<file path="config.mk">
export PLATFORM = sky130hd
export DESIGN_NAME = tpz_div
export DESIGN_NICKNAME = d
export VERILOG_FILES = /design/src/rtl/tpz_pkg.sv /design/src/rtl/tpz_div.sv
export SDC_FILE = /design/constraint.sdc
export NUM_CORES = 1
export LEC_CHECK = 0
export BUFFER_PORTS_ARGS = -buffer_cell sky130_fd_sc_hd__buf_4
export CAP_MARGIN = 0
export CORE_MARGIN = 2
export CORE_UTILIZATION = 64
export DETAILED_ROUTE_END_ITERATION = 10
export GPL_TIMING_DRIVEN = 0
export PLACE_DENSITY = 0.85
export SLEW_MARGIN = 10
export SYNTH_ARGS = -nofsm -noshare
export SYNTH_HDL_FRONTEND = slang
export SYNTH_SLANG_ARGS = --single-unit
</file>
<file path="constraint.sdc">
create_clock -name clock -period 5.7 [get_ports clock]
set_input_delay 0.285 -clock clock [delete_from_list [all_inputs] [get_ports clock]]
set_output_delay 0.285 -clock clock [all_outputs]
set_load 0.03 [all_outputs]
</file>
<file path="src/rtl/tpz_pkg.sv">
// Shared constants, types and the shade ramp for the torus point plotter.
package tpz_pkg;

   localparam int COLUMNS   = 80;
   localparam int ROWS      = 22;
   localparam int CELLS     = 1760;
   localparam int FRAC_BITS = 14;

   localparam int CELL_W = 11;
   localparam int COL_W  = $clog2(COLUMNS);
   localparam int ROW_W  = $clog2(ROWS);

   localparam int DEN_W  = 20;
   localparam int DIV_QW = 31;

   localparam logic [7:0] SPACE_CODE = 8'd32;
   localparam int         RAMP_TOP   = 11;

   localparam logic [1:0] ACT_CLEAR = 2'd0;
   localparam logic [1:0] ACT_PLOT  = 2'd1;
   localparam logic [1:0] ACT_READ  = 2'd2;

   localparam logic [1:0] REG_SIN_TILT = 2'd0;
   localparam logic [1:0] REG_COS_TILT = 2'd1;
   localparam logic [1:0] REG_SIN_SPIN = 2'd2;
   localparam logic [1:0] REG_COS_SPIN = 2'd3;

   typedef struct packed {
      logic busy;
      logic done;
   } div_stat_type;

   typedef struct packed {
      logic [15:0] depth;
      logic [7:0]  glyph;
   } cell_entry_type;

   function automatic logic [7:0] shade_glyph(input logic [3:0] idx);
      logic [7:0] g;
      case (idx)
         4'd0:    g = 8'h2E;
         4'd1:    g = 8'h2C;
         4'd2:    g = 8'h2D;
         4'd3:    g = 8'h7E;
         4'd4:    g = 8'h3A;
         4'd5:    g = 8'h3B;
         4'd6:    g = 8'h3D;
         4'd7:    g = 8'h21;
         4'd8:    g = 8'h2A;
         4'd9:    g = 8'h23;
         4'd10:   g = 8'h24;
         default: g = 8'h40;
      endcase
      return g;
   endfunction

endpackage

</file>
<file path="src/rtl/tpz_div.sv">
// Restoring divider: saturated quotient of 2^30 by a positive denominator, one bit a cycle.
module tpz_div (
   input  logic                          clock,
   input  logic                          reset,
   input  logic                          start,
   input  logic [tpz_pkg::DEN_W-1:0]     den,
   output logic [15:0]                   quo,
   output tpz_pkg::div_stat_type         stat
);

   logic                          busy_ff, busy_in;
   logic                          done_ff, done_in;
   logic [4:0]                    cnt_ff, cnt_in;
   logic [tpz_pkg::DEN_W-1:0]     rem_ff, rem_in;
   logic [tpz_pkg::DEN_W-1:0]     den_ff, den_in;
   logic [tpz_pkg::DIV_QW-1:0]    quo_ff, quo_in;
   logic [tpz_pkg::DEN_W:0]       rem_sh;
   logic                          ge;

   always_comb begin
      // dividend is a single one at bit 30
      rem_sh = {rem_ff, (cnt_ff == 5'(tpz_pkg::DIV_QW - 1))};
      ge     = rem_sh >= {1'b0, den_ff};
      busy_in = busy_ff;
      done_in = done_ff;
      cnt_in  = cnt_ff;
      rem_in  = rem_ff;
      den_in  = den_ff;
      quo_in  = quo_ff;
      if (start) begin
         busy_in = 1'b1;
         done_in = 1'b0;
         cnt_in  = 5'(tpz_pkg::DIV_QW - 1);
         rem_in  = '0;
         den_in  = den;
         quo_in  = '0;
      end else if (busy_ff) begin
         rem_in = ge ? tpz_pkg::DEN_W'(rem_sh - {1'b0, den_ff})
                     : rem_sh[tpz_pkg::DEN_W-1:0];
         quo_in = {quo_ff[tpz_pkg::DIV_QW-2:0], ge};
         cnt_in = cnt_ff - 5'd1;
         if (cnt_ff == 5'd0) begin
            busy_in = 1'b0;
            done_in = 1'b1;
         end
      end
   end

   always_ff @(posedge clock) begin
      if (reset) begin
         busy_ff <= 1'b0;
         done_ff <= 1'b0;
      end else begin
         busy_ff <= busy_in;
         done_ff <= done_in;
      end
      cnt_ff <= cnt_in;
      rem_ff <= rem_in;
      den_ff <= den_in;
      quo_ff <= quo_in;
   end

   assign quo       = (|quo_ff[tpz_pkg::DIV_QW-1:16]) ? 16'hFFFF : quo_ff[15:0];
   assign stat.busy = busy_ff;
   assign stat.done = done_ff;

endmodule

</file>
[Word level (Yosys, flattened, before mapping)]
Index checks and enable logic that the tools add are counted.
Word-level totals
  bits in registers: 78
  bits in latches: 0
  memory bits (writable): 0
  bits in read-only memories: 0
  input port bits: 23
  word-level logic and storage cells: 19
  memories: 0
Operators by class
  add/subtract/negate cells: 2
  multiply operators: 0
  divide/modulo/power cells: 0
  $lt $le $gt $ge: 1
  equal/unequal tests: 1
  shift operators: 0
  muxes and demuxes: 5
  bitwise operators: 0
  reduce and logical (&&, ||, !) cells: 4
Operator list (number)
  21-bit by 20-bit greater-or-equal comparator with 1-bit output: 1
  20-bit two-way mux: 1
  20-bit subtractor: 1
  16-bit two-way mux: 1
  15-bit OR reduction: 1
  5-bit == test, second input constant: 1
  5-bit zero test: 1
  5-bit by 1-bit subtractor with 5-bit output, second input constant: 1
  1-bit two-way mux: 3
  2-bit AND reduction: 1
  2-bit OR reduction: 1

[Longest topological paths before layout]
  depth after elaboration: 4
  mapped depth: 13
  depth with buffers taken out: 13

[Worst setup path before layout]
No wires, ideal clock.
  path type: reg2reg
  start point: register cnt_ff[0]
  end point: register rem_ff[12] (netlist name)
  setup time: 71 ps
  arrival: 2733 ps
  required time: 5629 ps
  slack: 2895 ps
  cell stages (with the launch flop): 14
  buffers on the path: 0
  period minus slack after synthesis: 2805 ps
  cells stage by stage: dfxtp_1 inv_1 ha_1 nand4_1 ha_1 fa_1 and2b_1 o2111ai_1 a21oi_2 o41ai_2 or4b_1 nand4_1 o211ai_1 a21oi_1
On the way
  cells in the longest elaborated chain, start to end: 3
  elaborated cells between the ends (all ways): 4
  classes of those cells: 1 x add/sub; 1 x order compare; 1 x eq/ne; 1 x mux
RTL lines
  from (decl): RTL line tpz_div.sv:13  | logic [4:0] cnt_ff, cnt_in;
  from (signal assigned): RTL line tpz_div.sv:57  | cnt_ff <= cnt_in;
  5-bit == test *: RTL line tpz_div.sv:22  | rem_sh = {rem_ff, (cnt_ff == 5'(tpz_pkg::DIV_QW - 1))};
  20-bit subtractor / 21-bit by 20-bit greater-or-equal comparator with 1-bit output (equally long branches): RTL line tpz_div.sv:38, tpz_div.sv:23
  20-bit two-way mux *: RTL line tpz_div.sv:38  | rem_in = ge ? tpz_pkg::DEN_W'(rem_sh - {1'b0, den_ff})
  to (signal assigned): RTL line tpz_div.sv:58  | rem_ff <= rem_in;
  to (decl): RTL line tpz_div.sv:14  | logic [tpz_pkg::DEN_W-1:0] rem_ff, rem_in;
Every way passes the cells marked *; elsewhere a longest branch is shown, timed or not.
A chain may end at the register's enable or synchronous reset.

[Final worst setup path]
  start point: register cnt_ff[0]
  end point: register rem_ff[18] (netlist name)
The elaborated chain is that of the path after synthesis.

==> impl_metrics.json <==
{
  "crit_type": "register to register",
  "cts_tree": "yes",
  "cts_resized": 0,
  "io_pins": 41,
  "die-area_mm2": 0.00713,
  "yosys_warnings": 0,
  "synth_ff_type": "dfxtp_1",
  "status": "completed",
  "top_layer": "met4",
  "synth_compound_area_frac": 0.153,
  "cts.htree.levels": 3,
  "design.core.area_mm2": 0.00631,
  "vias_per_cell": 5.84,
  "p_total_mw": 1.32,
  "fin_crit_sh": 0.574,
  "fillers": 460,
  "drive_gt1_frac": 0.176,
  "track_usage": 0.259,
  "final_cell_mix": "nor2_1, dfxtp_1, buf_4",
  "first_pass_iters": 4,
  "skew_ps": 9.28,
  "crit_path_start_kind": "register",
  "synth_seq_cells": 78,
  "cts_made_buffers": 9,
  "initial_utilization": 0.656,
  "num_rows": 29,
  "peakVddDrop_mv": 0.214,
  "setup_viol": 0,
  "postSynthCellCount": 444,
  "nets": 542,
  "synth_top_cell_by_area": "dfxtp_1",
  "fin_crit_ps": 3270,
  "dr_wl_met3_um": 596,
  "synth_edf_count": 20,
  "post_cts_buffers": 0,
  "diodes": 0,
  "antenna_found_initial": 0,
  "crit_arrival_ps": 3540,
  "syn_nets": 491,
  "grt_pass1_vias": 3384,
  "yosys.area_share.simple": 0.168,
  "hp-start": "reset",
  "tns_ps": 0,
  "r2r-start": "cnt_ff[0]$_SDFFE_PP0P_",
  "place_ws_ps": 2550,
  "gp_routability_congestion": 0.951,
  "vias": 3372,
  "rrSetupSlack_ps": 2430,
  "cp_max_fo": 4,
  "grt_max_degree": 23,
  "clk_pin_slew_ps": 90,
  "routed_wirelength_um": 8960,
  "grt_pass1_wl_um": 14900,
  "synthAdderAreaFrac": 0.0743,
  "io_buffers": 40,
  "max_freq_ghz": 0.305,
  "crit_top_cell": "ha_1",
  "maxSlewHeadroom": 0.526,
  "p_leak_nw": 2.08,
  "crit_path_end_kind": "register",
  "synth_top_family_by_area": "simple AND/OR/NAND/NOR gates",
  "power_per_cell_area_mw_per_mm2": 280,
  "synth_mux_area_frac": 0.0942,
  "wl_met2_um": 4400,
  "dieWidth_um": 84.5,
  "cap_violations": 0,
  "slew_viol_final": 0,
  "wl_per_cell_um": 15.5,
  "cp_slowest_stage_delay_ps": 540,
  "hpwl_um": 6460,
  "cts-hold-fix-buffers": 0,
  "crit_start": "cnt_ff[0]$_SDFFE_PP0P_",
  "grt_setup_unrepaired": "false",
  "yosysUniqueCellTypes": 57,
  "final_common_cell": "nor2_1",
  "drc": 0,
  "drt-initial-drc-count": 179,
  "crit_slowest_cell": "o41ai_2",
  "fp.dieH_um": 84.5,
  "worst_slack_ps": 2430,
  "cts.sinks": 78,
  "async_flop_share": 0,
  "synth_xor_area_frac": 0.0359,
  "area_delta_synth_final_pct": 14.3,
  "grt_overflow_total": 0,
  "hold_viol": 0,
  "clockBufferDepth": 2,
  "seq_area_frac_synth": 0.425,
  "insertion_delay_ps": 360,
  "worstPathCellList": "inv_1, ha_1, nand4_1, ha_1, fa_1, and2b_1, o2111ai_1, a21oi_2, o41ai_2, o21ai_1, xor2_1, mux2i_1, a211oi_1",
  "netlist.area_leader.share": 0.280,
  "cts-root-buf": "clkbuf_8",
  "m1WireLength_um": 3840,
  "synthTopCellsByArea": "dfxtp_1, edfxtp_1, mux2i_1, ha_1, nor2_1",
  "syn-cell-area_mm2": 0.00414,
  "avgSynthCellArea_um2": 9.33,
  "hp-class": "primary input to register",
  "worst_pin_slew_ps": 711,
  "ant_nets": 0,
  "worstPathRequired_ps": 5970
}
## area by class of cell
| class | instances | area, um^2 | area share |
|---|---|---|---|
| inverters | 28 | 105 | 0.0222 |
| clock inverters | 7 | 71.3 | 0.0151 |
| clock buffers | 9 | 124 | 0.0262 |
| well taps | 77 | 96.3 | 0.0203 |
| flip-flops and latches | 78 | 1760 | 0.372 |
| multi-input cells | 316 | 2170 | 0.459 |
| repair buffers | 40 | 300 | 0.0634 |
| plain buffers | 22 | 101 | 0.0214 |
## cell families (layout without fill, tap and decap cells)
| logic type | Yosys count | in the layout |
|---|---|---|
| AND/OR/NAND/NOR | 147 | 147 |
| AO/OA/AOI/OAI | 89 | 89 |
| flip-flops | 78 | 78 |
| buffers and inverters | 50 | 106 |
| multiplexers | 39 | 39 |
| adder cells (fa/ha/maj) | 24 | 24 |
| XOR/XNOR | 17 | 17 |
## worst max-delay path, delay by kind of cell, from the launching register on
kind | cells | cell delay [ps]
AOI/OAI and AO/OA | 5 | 1400
adders and majority gates | 3 | 700
DFF | 1 | 400
and+or+nand+nor | 2 | 320
xor gates and xnor gates | 1 | 170
buffers and inverters | 1 | 100
muxes | 1 | 90
## synth_stat cells, drive strengths merged (2+ instances only)
master,instances
o31ai,2
or4b,2
o211a,2
o31a,3
dfxtp,58
o211ai,5
buf,8
nor3,14
nor2b,4
nor4,4
or2,17
nand2,22
inv,27
xnor2,11
ha,23
clkbuf,14
o21a,6
nand3,6
o21ai,17
a21o,4
xor2,6
nor2,66
mux2i,39
a31oi,2
edfxtp,20
a21oi,20
a211oi,15
nand4,7
o41ai,2
a31o,2
## flip-flops by register name, summed over array words and instances (netlist names)
signal,count
rem_ff,20
done_ff,1
cnt_ff,5
quo_ff,31
den_ff,20
busy_ff,1
## metal layers
metal | up-vias | global-route usage
li1 | 1680 | -
met4 | 0 | 0.0895
met5 | - | 0
met3 | 15 | 0.0718
met1 | 1579 | 0.312
met2 | 98 | 0.448
## path summary, 6_finish.rpt
check / to / cells after the start
setup / recovery: rem_ff[18]$_SDFFE_PP0P_ / 13
hold / removal: busy_ff$_SDFF_PP0_ / 2
setup reg to reg: rem_ff[18]$_SDFFE_PP0P_ / 13
hold reg to reg: rem_ff[19]$_SDFFE_PP0P_ / 2
## report_power, final
group          switching, mW  internal, mW  leakage, nW
logic                  0.169         0.126         1.31
registers             0.0176         0.595        0.667
clock network          0.242         0.174        0.102
## stage by stage
step | hold WS (ps) | area, um^2 | util | instances
6_report | 73.7 | 4730 | 0.750 | 577
3_5_place_dp | 456 | 4540 | 0.719 | 561
2_1_floorplan | 357 | 4140 | - | 444
3_3_place_gp | 454 | 4540 | 0.719 | 561
5_1_grt | 59.8 | 4730 | 0.750 | 577
4_1_cts | 65.4 | 4730 | 0.750 | 577
Note: power is estimated with default switching activity, not from simulation.
